## src/rtl/core/npp_pkg.sv

```systemverilog
// Package: widths, sequencer states and shared types of the nearest primitive pick.
`timescale 1ns / 1ps
package npp_pkg;

	localparam int COORD_BITS  = 16;
	localparam int T_FRAC_BITS = 16;
	localparam int INDEX_BITS  = 16;

	localparam int DIFF_W = COORD_BITS + 1;
	localparam int OP_W   = (COORD_BITS + 3 > T_FRAC_BITS + 2) ? COORD_BITS + 3
	                                                           : T_FRAC_BITS + 2;
	localparam int PROD_W = 2 * OP_W;
	localparam int ACC_W  = PROD_W + 1;
	localparam int LEN_W  = 2 * DIFF_W;
	localparam int BEST_W = 2 * COORD_BITS;
	localparam int T_W    = T_FRAC_BITS + 1;
	localparam int DCNT_W = $clog2(T_FRAC_BITS + 1);

	localparam logic [COORD_BITS-1:0] THR_RESET = COORD_BITS'(160);
	localparam logic [T_W-1:0]        T_ONE     = T_W'(1) << T_FRAC_BITS;

	typedef enum logic [3:0] {
		S_IDLE,
		S_THR,
		S_BEST,
		S_LEN_X,
		S_LEN_Y,
		S_DOT_X,
		S_DOT_Y,
		S_CLASS,
		S_DIV,
		S_OFF_X,
		S_OFF_Y,
		S_OFF_END,
		S_DST_X,
		S_DST_Y,
		S_CMP,
		S_DONE
	} state_t;

	typedef struct packed {
		logic en;
		logic clr;
	} mac_ctrl_t;

	typedef struct packed {
		logic busy;
		logic done;
	} div_stat_t;

endpackage

```

## src/rtl/core/npp_in_if.sv

```systemverilog
// Interface: primitive input channel.
`timescale 1ns / 1ps
interface npp_in_if;
	logic                                 valid;
	logic                                 ready;
	logic signed [npp_pkg::COORD_BITS-1:0] query_x;
	logic signed [npp_pkg::COORD_BITS-1:0] query_y;
	logic                                 is_segment;
	logic                                 on_series_layer;
	logic signed [npp_pkg::INDEX_BITS-1:0] data_index;
	logic signed [npp_pkg::COORD_BITS-1:0] ax;
	logic signed [npp_pkg::COORD_BITS-1:0] ay;
	logic signed [npp_pkg::COORD_BITS-1:0] bx;
	logic signed [npp_pkg::COORD_BITS-1:0] by;
	logic                                 end_of_list;

	modport source (output valid, query_x, query_y, is_segment, on_series_layer, data_index,
		ax, ay, bx, by, end_of_list, input ready);
	modport sink (input valid, query_x, query_y, is_segment, on_series_layer, data_index,
		ax, ay, bx, by, end_of_list, output ready);
endinterface

```

## src/rtl/core/npp_out_if.sv

```systemverilog
// Interface: pick result channel.
`timescale 1ns / 1ps
interface npp_out_if;
	logic                                 valid;
	logic                                 ready;
	logic                                 hit;
	logic signed [npp_pkg::INDEX_BITS-1:0] picked_index;

	modport source (output valid, hit, picked_index, input ready);
	modport sink (input valid, hit, picked_index, output ready);
endinterface

```

## src/rtl/core/npp_cfg_if.sv

```systemverilog
// Interface: threshold register write channel.
`timescale 1ns / 1ps
interface npp_cfg_if;
	logic                          valid;
	logic                          ready;
	logic [npp_pkg::COORD_BITS-1:0] max_distance;

	modport source (output valid, max_distance, input ready);
	modport sink (input valid, max_distance, output ready);
endinterface

```

## src/rtl/core/npp_mac.sv

```systemverilog
// Shared signed multiply-accumulate unit.
`timescale 1ns / 1ps
module npp_mac (
	input  logic                                clk,
	input  npp_pkg::mac_ctrl_t                  ctrl,
	input  logic signed [npp_pkg::OP_W-1:0]     op_a,
	input  logic signed [npp_pkg::OP_W-1:0]     op_b,
	output logic signed [npp_pkg::ACC_W-1:0]    acc
);
	logic signed [npp_pkg::PROD_W-1:0] prod;
	logic signed [npp_pkg::ACC_W-1:0]  acc_q;

	assign prod = op_a * op_b;
	assign acc  = acc_q;

	always_ff @(posedge clk) begin
		if (ctrl.en) begin
			acc_q <= (ctrl.clr ? '0 : acc_q) + npp_pkg::ACC_W'(prod);
		end
	end
endmodule

```

## src/rtl/core/npp_div.sv

```systemverilog
// Restoring divider, one quotient bit per cycle: floor(num * 2^T / den), num < den.
`timescale 1ns / 1ps
module npp_div (
	input  logic                              clk,
	input  logic                              arst_n,
	input  logic                              start,
	input  logic [npp_pkg::LEN_W-1:0]         num,
	input  logic [npp_pkg::LEN_W-1:0]         den,
	output npp_pkg::div_stat_t                stat,
	output logic [npp_pkg::T_FRAC_BITS-1:0]   quo
);
	logic [npp_pkg::LEN_W:0]            rem_q;
	logic [npp_pkg::LEN_W-1:0]          den_q;
	logic [npp_pkg::T_FRAC_BITS-1:0]    quo_q;
	logic [npp_pkg::DCNT_W-1:0]         cnt_q;
	logic                               busy_q;
	logic [npp_pkg::LEN_W:0]            rem_sh;
	logic                               ge;

	assign rem_sh    = {rem_q[npp_pkg::LEN_W-1:0], 1'b0};
	assign ge        = rem_sh >= {1'b0, den_q};
	assign quo       = quo_q;
	assign stat.busy = busy_q;
	assign stat.done = busy_q && (cnt_q == '0);

	always_ff @(posedge clk or negedge arst_n) begin
		if (!arst_n) begin
			busy_q <= 1'b0;
			cnt_q  <= '0;
		end else if (start) begin
			busy_q <= 1'b1;
			cnt_q  <= npp_pkg::DCNT_W'(npp_pkg::T_FRAC_BITS);
		end else if (busy_q) begin
			if (cnt_q == '0) begin
				busy_q <= 1'b0;
			end else begin
				cnt_q <= cnt_q - 1'b1;
			end
		end
	end

	always_ff @(posedge clk) begin
		if (start) begin
			rem_q <= {1'b0, num};
			den_q <= den;
			quo_q <= '0;
		end else if (busy_q && cnt_q != '0) begin
			rem_q <= ge ? rem_sh - {1'b0, den_q} : rem_sh;
			quo_q <= {quo_q[npp_pkg::T_FRAC_BITS-2:0], ge};
		end
	end
endmodule

```

## src/rtl/core/nearest_primitive_pick_top.sv

```systemverilog
// Top level: sequencer and datapath of the nearest primitive pick.
`timescale 1ns / 1ps
// Usage:
//   prim   - one primitive per transaction (point or segment, index, layer flag,
//            query pixel, end_of_list marker). Ready only while the sequencer idles.
//   result - one transaction per search, after the primitive marked end_of_list:
//            hit and picked_index (-1 when nothing lay within the threshold).
//   cfg    - writes max_distance; always ready. Latched when a search starts.
// Steps per primitive, all on one shared 19x19 multiply-accumulate unit: a
//   skipped primitive is only compared; a point has its distance squared; a
//   segment forms its squared length and dot product, clamps t or divides for it
//   one bit per cycle, then offsets and squares the distance (a zero-length one
//   goes straight to the distance). A search's first primitive adds the threshold
//   square; the result register is loaded in the done step after the last one.
// A finished result waits in an output register; the next search's primitives
// are taken while it stalls. A second result waits until the first is taken.
// Reset clears the sequencer, empties the output and loads threshold 160 (10 px).
module nearest_primitive_pick_top (
	input  logic   clk,
	input  logic   arst_n,
	npp_in_if.sink   prim,
	npp_out_if.source result,
	npp_cfg_if.sink  cfg
);
	npp_pkg::state_t state_q, state_d;

	logic [npp_pkg::COORD_BITS-1:0]        thr_q;
	logic                                  start_q;
	logic [npp_pkg::BEST_W-1:0]            best_q;
	logic signed [npp_pkg::INDEX_BITS-1:0] best_idx_q;

	logic signed [npp_pkg::DIFF_W-1:0]     wx_q, wy_q, abx_q, aby_q;
	logic                                  seg_q, skip_q, last_q;
	logic signed [npp_pkg::INDEX_BITS-1:0] idx_q;
	logic [npp_pkg::LEN_W-1:0]             len2_q;
	logic [npp_pkg::T_W-1:0]               t_q;
	logic signed [npp_pkg::OP_W-1:0]       dx_q, dy_q;

	logic                                  res_valid_q, res_hit_q;
	logic signed [npp_pkg::INDEX_BITS-1:0] res_idx_q;

	npp_pkg::mac_ctrl_t                    mac_ctrl;
	logic signed [npp_pkg::OP_W-1:0]       op_a, op_b;
	logic signed [npp_pkg::ACC_W-1:0]      acc;
	npp_pkg::div_stat_t                    div_stat;
	logic [npp_pkg::T_FRAC_BITS-1:0]       div_quo;
	logic                                  div_start;

	logic                                  accept, in_skip;
	logic signed [npp_pkg::OP_W-1:0]       wx_e, wy_e, abx_e, aby_e, abx_m, aby_m, t_e;
	logic [npp_pkg::ACC_W-1:0]             acc_u, rnd;
	logic signed [npp_pkg::OP_W-1:0]       off_mag, off;
	logic                                  out_free;

	npp_mac u_mac (
		.clk  (clk),
		.ctrl (mac_ctrl),
		.op_a (op_a),
		.op_b (op_b),
		.acc  (acc)
	);

	npp_div u_div (
		.clk    (clk),
		.arst_n (arst_n),
		.start  (div_start),
		.num    (acc[npp_pkg::LEN_W-1:0]),
		.den    (len2_q),
		.stat   (div_stat),
		.quo    (div_quo)
	);

	function automatic npp_pkg::state_t dispatch(input logic skip, input logic seg);
		npp_pkg::state_t s;
		if (skip) begin
			s = npp_pkg::S_CMP;
		end else if (seg) begin
			s = npp_pkg::S_LEN_X;
		end else begin
			s = npp_pkg::S_DST_X;
		end
		return s;
	endfunction

	function automatic logic signed [npp_pkg::DIFF_W-1:0] DIFF_EXT(
		input logic signed [npp_pkg::COORD_BITS-1:0] v);
		return npp_pkg::DIFF_W'(v);
	endfunction

	assign accept    = prim.valid && prim.ready;
	assign in_skip   = !prim.on_series_layer || prim.data_index[npp_pkg::INDEX_BITS-1];
	assign out_free  = !res_valid_q || result.ready;
	assign cfg.ready = 1'b1;

	assign wx_e  = npp_pkg::OP_W'(wx_q);
	assign wy_e  = npp_pkg::OP_W'(wy_q);
	assign abx_e = npp_pkg::OP_W'(abx_q);
	assign aby_e = npp_pkg::OP_W'(aby_q);
	assign abx_m = abx_q[npp_pkg::DIFF_W-1] ? -abx_e : abx_e;
	assign aby_m = aby_q[npp_pkg::DIFF_W-1] ? -aby_e : aby_e;
	assign t_e   = npp_pkg::OP_W'({1'b0, t_q});

	// round to nearest, halves away from zero, on the magnitude
	assign acc_u   = acc;
	assign rnd     = acc_u + (npp_pkg::ACC_W'(1) << (npp_pkg::T_FRAC_BITS - 1));
	assign off_mag = rnd[npp_pkg::T_FRAC_BITS +: npp_pkg::OP_W];

	always_comb begin
		state_d = state_q;
		case (state_q)
			npp_pkg::S_IDLE: begin
				if (accept) begin
					state_d = start_q ? npp_pkg::S_THR : dispatch(in_skip, prim.is_segment);
				end
			end
			npp_pkg::S_THR:     state_d = npp_pkg::S_BEST;
			npp_pkg::S_BEST:    state_d = dispatch(skip_q, seg_q);
			npp_pkg::S_LEN_X:   state_d = npp_pkg::S_LEN_Y;
			npp_pkg::S_LEN_Y:   state_d = npp_pkg::S_DOT_X;
			npp_pkg::S_DOT_X:   state_d = npp_pkg::S_DOT_Y;
			npp_pkg::S_DOT_Y:   state_d = npp_pkg::S_CLASS;
			npp_pkg::S_CLASS: begin
				if (len2_q == '0) begin
					state_d = npp_pkg::S_DST_X;
				end else if (acc <= 0 || acc >= $signed({1'b0, len2_q})) begin
					state_d = npp_pkg::S_OFF_X;
				end else begin
					state_d = npp_pkg::S_DIV;
				end
			end
			npp_pkg::S_DIV: begin
				if (div_stat.done) begin
					state_d = npp_pkg::S_OFF_X;
				end
			end
			npp_pkg::S_OFF_X:   state_d = npp_pkg::S_OFF_Y;
			npp_pkg::S_OFF_Y:   state_d = npp_pkg::S_OFF_END;
			npp_pkg::S_OFF_END: state_d = npp_pkg::S_DST_X;
			npp_pkg::S_DST_X:   state_d = npp_pkg::S_DST_Y;
			npp_pkg::S_DST_Y:   state_d = npp_pkg::S_CMP;
			npp_pkg::S_CMP:     state_d = last_q ? npp_pkg::S_DONE : npp_pkg::S_IDLE;
			npp_pkg::S_DONE: begin
				if (out_free) begin
					state_d = npp_pkg::S_IDLE;
				end
			end
			default:            state_d = npp_pkg::S_IDLE;
		endcase
	end

	always_comb begin
		prim.ready   = (state_q == npp_pkg::S_IDLE);
		mac_ctrl.en  = 1'b1;
		mac_ctrl.clr = 1'b1;
		op_a         = '0;
		op_b         = '0;
		div_start    = 1'b0;
		case (state_q)
			npp_pkg::S_THR: begin
				op_a = npp_pkg::OP_W'({1'b0, thr_q});
				op_b = npp_pkg::OP_W'({1'b0, thr_q});
			end
			npp_pkg::S_LEN_X: begin
				op_a = abx_e;
				op_b = abx_e;
			end
			npp_pkg::S_LEN_Y: begin
				op_a         = aby_e;
				op_b         = aby_e;
				mac_ctrl.clr = 1'b0;
			end
			npp_pkg::S_DOT_X: begin
				op_a = wx_e;
				op_b = abx_e;
			end
			npp_pkg::S_DOT_Y: begin
				op_a         = wy_e;
				op_b         = aby_e;
				mac_ctrl.clr = 1'b0;
			end
			npp_pkg::S_CLASS: begin
				mac_ctrl.en = 1'b0;
				div_start   = (len2_q != '0) && (acc > 0) && (acc < $signed({1'b0, len2_q}));
			end
			npp_pkg::S_OFF_X: begin
				op_a = abx_m;
				op_b = t_e;
			end
			npp_pkg::S_OFF_Y: begin
				op_a = aby_m;
				op_b = t_e;
			end
			npp_pkg::S_DST_X: begin
				op_a = dx_q;
				op_b = dx_q;
			end
			npp_pkg::S_DST_Y: begin
				op_a         = dy_q;
				op_b         = dy_q;
				mac_ctrl.clr = 1'b0;
			end
			default: begin
				mac_ctrl.en = 1'b0;
			end
		endcase
	end

	always_ff @(posedge clk or negedge arst_n) begin
		if (!arst_n) begin
			state_q     <= npp_pkg::S_IDLE;
			thr_q       <= npp_pkg::THR_RESET;
			start_q     <= 1'b1;
			res_valid_q <= 1'b0;
		end else begin
			state_q <= state_d;
			if (cfg.valid && cfg.ready) begin
				thr_q <= cfg.max_distance;
			end
			if (accept) begin
				start_q <= 1'b0;
			end
			if (state_q == npp_pkg::S_DONE && out_free) begin
				res_valid_q <= 1'b1;
				start_q     <= 1'b1;
			end else if (result.valid && result.ready) begin
				res_valid_q <= 1'b0;
			end
		end
	end

	always_ff @(posedge clk) begin
		if (accept) begin
			wx_q   <= DIFF_EXT(prim.query_x) - DIFF_EXT(prim.ax);
			wy_q   <= DIFF_EXT(prim.query_y) - DIFF_EXT(prim.ay);
			abx_q  <= DIFF_EXT(prim.bx) - DIFF_EXT(prim.ax);
			aby_q  <= DIFF_EXT(prim.by) - DIFF_EXT(prim.ay);
			seg_q  <= prim.is_segment;
			skip_q <= in_skip;
			last_q <= prim.end_of_list;
			idx_q  <= prim.data_index;
			dx_q   <= npp_pkg::OP_W'(DIFF_EXT(prim.query_x) - DIFF_EXT(prim.ax));
			dy_q   <= npp_pkg::OP_W'(DIFF_EXT(prim.query_y) - DIFF_EXT(prim.ay));
		end
		case (state_q)
			npp_pkg::S_BEST: begin
				best_q     <= acc_u[npp_pkg::BEST_W-1:0];
				best_idx_q <= '1;
			end
			npp_pkg::S_DOT_X: len2_q <= acc_u[npp_pkg::LEN_W-1:0];
			npp_pkg::S_CLASS: t_q <= (acc <= 0) ? '0 : npp_pkg::T_ONE;
			npp_pkg::S_DIV: begin
				if (div_stat.done) begin
					t_q <= {1'b0, div_quo};
				end
			end
			npp_pkg::S_OFF_Y:   dx_q <= wx_e - off;
			npp_pkg::S_OFF_END: dy_q <= wy_e - off;
			npp_pkg::S_CMP: begin
				if (!skip_q && acc_u < npp_pkg::ACC_W'(best_q)) begin
					best_q     <= acc_u[npp_pkg::BEST_W-1:0];
					best_idx_q <= idx_q;
				end
			end
			npp_pkg::S_DONE: begin
				if (out_free) begin
					res_hit_q <= !best_idx_q[npp_pkg::INDEX_BITS-1];
					res_idx_q <= best_idx_q;
				end
			end
			default: begin
			end
		endcase
	end

	// signed offset of the current axis: x in S_OFF_Y, y in S_OFF_END
	always_comb begin
		if (state_q == npp_pkg::S_OFF_Y) begin
			off = abx_q[npp_pkg::DIFF_W-1] ? -off_mag : off_mag;
		end else begin
			off = aby_q[npp_pkg::DIFF_W-1] ? -off_mag : off_mag;
		end
	end

	assign result.valid        = res_valid_q;
	assign result.hit          = res_hit_q;
	assign result.picked_index = res_idx_q;

	a_hit_matches_index: assert property (@(posedge clk) disable iff (!arst_n)
		result.valid |-> (result.hit == !result.picked_index[npp_pkg::INDEX_BITS-1]))
		else $error("hit flag disagrees with picked index");

	a_div_only_in_div_state: assert property (@(posedge clk) disable iff (!arst_n)
		div_stat.busy |-> (state_q == npp_pkg::S_DIV))
		else $error("divider busy outside division step");

	a_one_transaction_at_a_time: assert property (@(posedge clk) disable iff (!arst_n)
		(prim.valid && prim.ready) |=> !prim.ready)
		else $error("input taken while a primitive is in work");

	a_result_after_done: assert property (@(posedge clk) disable iff (!arst_n)
		$rose(result.valid) |-> ($past(state_q) == npp_pkg::S_DONE))
		else $error("result raised outside the done step");
endmodule

```

## src/flat_wrapper.sv

```systemverilog
// flat-port wrapper written by rule: the top's interface ports become plain ports
module nearest_primitive_pick_top_flat 
  (clk, arst_n, prim_valid, prim_query_x, prim_query_y, prim_is_segment, prim_on_series_layer, prim_data_index, prim_ax, prim_ay, prim_bx, prim_by, prim_end_of_list, prim_ready, result_valid, result_hit, result_picked_index, result_ready, cfg_valid, cfg_max_distance, cfg_ready);
  npp_in_if prim_i ();
  npp_out_if result_i ();
  npp_cfg_if cfg_i ();
  input  logic clk;
  input  logic arst_n;
  input wire logic [$bits(prim_i.valid)-1:0] prim_valid;
  input wire logic [$bits(prim_i.query_x)-1:0] prim_query_x;
  input wire logic [$bits(prim_i.query_y)-1:0] prim_query_y;
  input wire logic [$bits(prim_i.is_segment)-1:0] prim_is_segment;
  input wire logic [$bits(prim_i.on_series_layer)-1:0] prim_on_series_layer;
  input wire logic [$bits(prim_i.data_index)-1:0] prim_data_index;
  input wire logic [$bits(prim_i.ax)-1:0] prim_ax;
  input wire logic [$bits(prim_i.ay)-1:0] prim_ay;
  input wire logic [$bits(prim_i.bx)-1:0] prim_bx;
  input wire logic [$bits(prim_i.by)-1:0] prim_by;
  input wire logic [$bits(prim_i.end_of_list)-1:0] prim_end_of_list;
  output wire logic [$bits(prim_i.ready)-1:0] prim_ready;
  output wire logic [$bits(result_i.valid)-1:0] result_valid;
  output wire logic [$bits(result_i.hit)-1:0] result_hit;
  output wire logic [$bits(result_i.picked_index)-1:0] result_picked_index;
  input wire logic [$bits(result_i.ready)-1:0] result_ready;
  input wire logic [$bits(cfg_i.valid)-1:0] cfg_valid;
  input wire logic [$bits(cfg_i.max_distance)-1:0] cfg_max_distance;
  output wire logic [$bits(cfg_i.ready)-1:0] cfg_ready;
  assign prim_i.valid = prim_valid;
  assign prim_i.query_x = prim_query_x;
  assign prim_i.query_y = prim_query_y;
  assign prim_i.is_segment = prim_is_segment;
  assign prim_i.on_series_layer = prim_on_series_layer;
  assign prim_i.data_index = prim_data_index;
  assign prim_i.ax = prim_ax;
  assign prim_i.ay = prim_ay;
  assign prim_i.bx = prim_bx;
  assign prim_i.by = prim_by;
  assign prim_i.end_of_list = prim_end_of_list;
  assign prim_ready = prim_i.ready;
  assign result_valid = result_i.valid;
  assign result_hit = result_i.hit;
  assign result_picked_index = result_i.picked_index;
  assign result_i.ready = result_ready;
  assign cfg_i.valid = cfg_valid;
  assign cfg_i.max_distance = cfg_max_distance;
  assign cfg_ready = cfg_i.ready;
  nearest_primitive_pick_top u_core (.clk(clk), .arst_n(arst_n), .prim(prim_i), .result(result_i), .cfg(cfg_i));
endmodule
```

## config.mk

```make
export PLATFORM = sky130hd
export DESIGN_NAME = nearest_primitive_pick_top_flat
export DESIGN_NICKNAME = d
export VERILOG_FILES = /design/src/rtl/core/npp_pkg.sv /design/src/rtl/core/npp_in_if.sv /design/src/rtl/core/npp_out_if.sv /design/src/rtl/core/npp_cfg_if.sv /design/src/rtl/core/npp_mac.sv /design/src/rtl/core/npp_div.sv /design/src/rtl/core/nearest_primitive_pick_top.sv /design/src/flat_wrapper.sv
export SDC_FILE = /design/constraint.sdc
export NUM_CORES = 2
export LEC_CHECK = 0
export BUFFER_PORTS_ARGS = -buffer_cell sky130_fd_sc_hd__buf_4
export CAP_MARGIN = 20
export CELL_PAD_IN_SITES_DETAIL_PLACEMENT = 1
export CELL_PAD_IN_SITES_GLOBAL_PLACEMENT = 2
export CORE_ASPECT_RATIO = 0.9
export CORE_MARGIN = 4
export CORE_UTILIZATION = 40
export CTS_CLUSTER_DIAMETER = 50
export DETAILED_ROUTE_END_ITERATION = 10
export PLACE_DENSITY_LB_ADDON = 0.1
export SLEW_MARGIN = 20
export SYNTH_ARGS = -nofsm -noshare
export SYNTH_HDL_FRONTEND = slang
export SYNTH_HIERARCHICAL = 1
export SYNTH_SLANG_ARGS = --single-unit
```

## constraint.sdc

```tcl
create_clock -name clk -period 14.4 [get_ports clk]
set_input_delay 1.44 -clock clk [delete_from_list [all_inputs] [get_ports clk]]
set_output_delay 1.44 -clock clk [all_outputs]
set_load 0.02 [all_outputs]
```

* Word level (Yosys, flattened, before mapping)
Cells that the tools add are included.
Operators by class: $add $sub $neg 15, multiply operators 1, order comparisons 6, equal/unequal tests 20, multiplexer cells 46, reduce and logical (&&, ||, !) cells 38
Operator list (count):
- 2-to-1 mux 19 bit | 9
- one-hot mux 19 bit (9 select lines) | 1
- one-hot mux 19 bit (6 select lines) | 1
- 2-to-1 mux 34 bit | 3
- subtractor 16 x 16 -> 17 bit | 6
- one-hot mux 32 bit (2 select lines) | 1
- one-hot mux 4 bit (16 select lines) | 1
- 2-to-1 mux 4 bit | 10
- adder 39 bit | 1
- >= comparator 39 x 35 -> 1 bit | 1
- > comparator 39 x 1 -> 1 bit, second input constant | 1
- <= comparator 39 x 1 -> 1 bit, second input constant | 1
- less-than comparator 39 x 32 -> 1 bit | 1
- less-than comparator 39 x 35 -> 1 bit | 1
- 2-to-1 mux 39 bit | 1
- multiplier 19 x 19 -> 38 bit | 1
- negation 17 -> 19 bit | 2
- subtractor 17 x 19 -> 19 bit | 2
- adder 35 x 16 -> 35 bit, second input constant | 1
- >= comparator 35 x 34 -> 1 bit | 1
- logical NOT 34 bit | 1
- 2-to-1 mux 17 bit | 2
- one-hot mux 17 bit (2 select lines) | 1
- nonzero test 34 bit | 1
- 26 further kinds | 75
Word-level totals: register bits after elaboration 392, output and inout port bits 20, word-level logic and storage cells 152

* Longest topological paths before layout
depth in word-level cells 6, depth in mapped cells 42, depth with buffers taken out 41

* By module
Netlist, hierarchy kept.
Modules (own cells, without submodules):
- nearest_primitive_pick_top | times used 1, cells an instance 1803, area each 18024.8 sq um
- npp_mac | times used 1, cells an instance 1758, area each 16602.2 sq um
- npp_div | times used 1, cells an instance 597, area each 5854.4 sq um

* Least setup slack after synthesis
OpenSTA, ideal clock, no wires.
path kind reg-to-reg, start register u_core.state_q[1], end register u_core.u_mac.acc_q, in the netlist u_core/u_mac/acc[38] (data pin), data arrival time 10.028 ns, data required time 14.139 ns, slack 4.111 ns, stages on the path, launching flop included 39, buffers on the path 3, period minus slack after synthesis 10.289 ns, cell sequence dfrtp_1 clkbuf_1 nand2b_1 nor2_1 clkbuf_1 a222oi_1 nand4_1 clkbuf_1 nand2_1 fa_1 inv_1 fa_1 inv_1 fa_1 inv_1 fa_1 fa_1 fa_1 [3 not listed] o21bai_1 a21oi_1 o31a_1 nor2_1 nor2_1 o21bai_1 a21oi_1 xnor2_1 ha_1 a21o_1 a21o_1 a21oi_1 o21ai_0 a31o_2 a31oi_4 o31ai_1 a211oi_2 xnor2_1
Between the ends: elaborated cells on any way between the ends 18, those cells by class 1 x add/sub; 1 x mul; 9 x eq/ne; 3 x mux; 4 x reduce/logical
RTL lines:
- from (decl) | line nearest_primitive_pick_top.sv:25 | npp_pkg::state_t state_q, state_d;
- from (signal assigned) | line nearest_primitive_pick_top.sv:210 | state_q <= npp_pkg::S_IDLE;
- from (signal assigned) | line nearest_primitive_pick_top.sv:215 | state_q <= state_d;
- == test 4 bit (tied with other cells) | line nearest_primitive_pick_top.sv:158 | case (state_q)
- one-hot mux 19 bit (9 select lines) (*) | line nearest_primitive_pick_top.sv:158
- net u_core.op_a, one bit | line nearest_primitive_pick_top.sv:43 | logic signed [npp_pkg::OP_W-1:0] op_a, op_b;
- multiplier 19 x 19 -> 38 bit (*) | line npp_mac.sv:13 | assign prod = op_a * op_b;
- adder 39 bit (*) | line npp_mac.sv:18 | acc_q <= (ctrl.clr ? '0 : acc_q) + npp_pkg::ACC_W'(prod);
- to (signal assigned) | line npp_mac.sv:18
- to (decl) | line npp_mac.sv:11 | logic signed [npp_pkg::ACC_W-1:0] acc_q;
Mark *: on every way through the listed nets, which the timed path passes. The rest lies on a longest branch. A chain may end at the register's enable or synchronous reset.

* Worst setup path in the final report
start register u_core.state_q[1], end register u_core.u_mac.acc_q, in the netlist u_core/u_mac/acc[38] (data pin)
Between the ends: longest elaborated chain between the ends 5, elaborated cells on any way between the ends 18, those cells by class 1 x add/sub; 1 x mul; 9 x eq/ne; 3 x mux; 4 x reduce/logical
Ends and longest elaborated chain (line):
- == test 4 bit (tied with other cells) | nearest_primitive_pick_top.sv:158
- OR reduction 2 bit (no line)
- one-hot mux 19 bit (6 select lines) (*) | nearest_primitive_pick_top.sv:158
- net u_core.op_b, one bit | nearest_primitive_pick_top.sv:43
- multiplier 19 x 19 -> 38 bit (*) | npp_mac.sv:13
- adder 39 bit (*) | npp_mac.sv:18
Marks and branches as above.

==> results.cfg <==
[critical_path]
crit_buf_inv = 3
slowest_stage = dfrtp_1
reg2reg_to = u_core/u_mac/acc[38]$_DFFE_PP_
reg2reg_depth = 33
critPathArrivalTime_ps = 11970
cp-end-kind = flip-flop
r2r-start = u_core/state_q[1]$_DFFE_PN0P_
crit_type = flip-flop to flip-flop
crit_top_cell = fa_1
slowest_delay_ps = 780
cp.required_ps = 14790
crit_family = adder cells
rrSetupSlack_ps = 2820
critPathMaxFanout = 19
start_kind = flip-flop

[global_routing]
gr-total-overflow = 0
grt_pass1_wl_um = 198000
grt_max_degree = 71
antenna_found_initial = 1
grt_usage = 0.242
grt_pass1_vias = 33100

[die]
die_y_um = 310
core_um2 = 100000
pin_count = 156
floorplan.initialDensity = 0.404
dieArea_um2 = 106000
rows = 110
die_w_um = 343

[clocking]
cts_tree = yes
clk_latency_ps = 650
cts.sinks = 392
post_cts_buffers = 0
cts_hold_buf = 0
path_clk_slew_ps = 60
cts_buffers = 52
clock_path_buffers = 3
root_buffer = clkbuf_16
cts_resized = 0
htreeDepth = 2

[timing]
tightestPinTransition_ps = 1110
finalCritPeriodShare = 0.804
setup_viol = 0
max_clock_freq_mhz = 86.3
slew_viol_final = 0
finalSetupTns_ps = 0
rsz0062_at_grt = no
max_slew_margin = 0.263
hold_slack_ps = 418
fin_crit_ps = 11580
hold_viol = 0
clock_skew_ps = 89.6

[yosys]
synth_cells = 4157
ys_warn_count = 6
synth_fp_nets = 5024
synth.avg_cell_area_um2 = 9.74
syn-cell-area_um2 = 40500

[drt]
postRouteAntennaNets = 0
drt_iter0_drc = 2039
dr.pass1.iters = 8
drc = 0
routed_wl_um = 127000
wl_per_cell_um = 22.5
vias_per_cell = 5.41
vias = 30700

[place]
port_buffers = 154
hpwlAfterDp_um = 101000
place_congestion = 0.904

[final_layout]
nNetsFinal = 5150
final_common_cell = inv_1
final_cell_mix = inv_1 (593), nand2_1 (426), fa_1 (377), ha_1 (354), edfxtp_1 (348)
area_growth_pct = 11.1
drive_above_1_share = 0.0967
final.fill_count = 11400

[worst_hold_path]
hold_class = flip-flop to flip-flop
whs_path_depth = 0
min_to = u_core/result.picked_index[2]$_DFFE_PP_
hold_start = u_core/best_idx_q[2]$_SDFFCE_PP1P_

[job]
cap_violations = 0

[status]
outcome = complete, no violations
-- how the worst max path moves through the flow --
stage	startpoint	end	slack (ps)	depth (start not counted)
after CTS	u_core/state_q[1]$_DFFE_PN0P_	u_core/u_mac/acc[37]$_DFFE_PP_	2920	32
after detailed placement	u_core/state_q[1]$_DFFE_PN0P_	u_core/u_mac/acc[37]$_DFFE_PP_	2920	32
after global placement	u_core/state_q[1]$_DFFE_PN0P_	u_core/u_mac/acc[37]$_DFFE_PP_	3060	32
final	u_core/state_q[1]$_DFFE_PN0P_	u_core/u_mac/acc[38]$_DFFE_PP_	2820	33
after floorplan	u_core/state_q[1]$_DFFE_PN0P_	u_core/u_mac/acc[38]$_DFFE_PP_	4110	38
after global routing	u_core/state_q[1]$_DFFE_PN0P_	u_core/u_mac/acc[37]$_DFFE_PP_	2140	32
-- per-layer routing --
metal / up-vias / wire (um) / global-route usage / share of wire
li1: 14400 / - / - / -
met1: 15500 / 57800 / 0.327 / 0.45
met2: 609 / 60900 / 0.414 / 0.48
met3: 152 / 5460 / 0.0302 / 0.043
met4: 0 / 3350 / 0.0609 / 0.026
met5: - / 0 / 0 / 0
-- stage by stage --
step / cells / utilization / worst slack (ps) / area, um2
2_1_floorplan: 4157 / - / 4110 / 40500
3_3_place_gp: 5572 / 0.432 / 3060 / 43200
3_5_place_dp: 5572 / 0.432 / 2920 / 43200
4_1_cts: 5667 / 0.448 / 2920 / 44900
5_1_grt: 5668 / 0.449 / 2140 / 45000
6_report: 5670 / 0.449 / 2820 / 45000
-- cell type report --
| cell class | instances | area, um2 | area share |
|---|---|---|---|
| Sequential cell | 392 | 11500 | 0.255 |
| Antenna cell | 2 | 5.00 | 0.000111 |
| Clock buffer | 61 | 1340 | 0.0297 |
| Clock inverter | 34 | 363 | 0.00807 |
| Tap cell | 1344 | 1680 | 0.0374 |
| Multi-Input combinational cell | 3022 | 26200 | 0.583 |
| Inverter | 594 | 2230 | 0.0496 |
| Timing Repair Buffer | 221 | 1670 | 0.0372 |
-- sequential cells by signal, indices dropped and copies added (netlist names), 17 cells and up --
register,flops
u_core/u_mac/acc,39
u_core/len2_q,34
u_core/u_div/den_q,34
u_core/u_div/rem_q,34
u_core/best_q,32
u_core/dx_q,19
u_core/dy_q,19
u_core/abx_q,17
u_core/aby_q,17
u_core/t_q,17
u_core/wx_q,17
u_core/wy_q,17
Power is not shown: default switching activity piles up to over one toggle a cycle in this logic, so the estimate is an artifact.
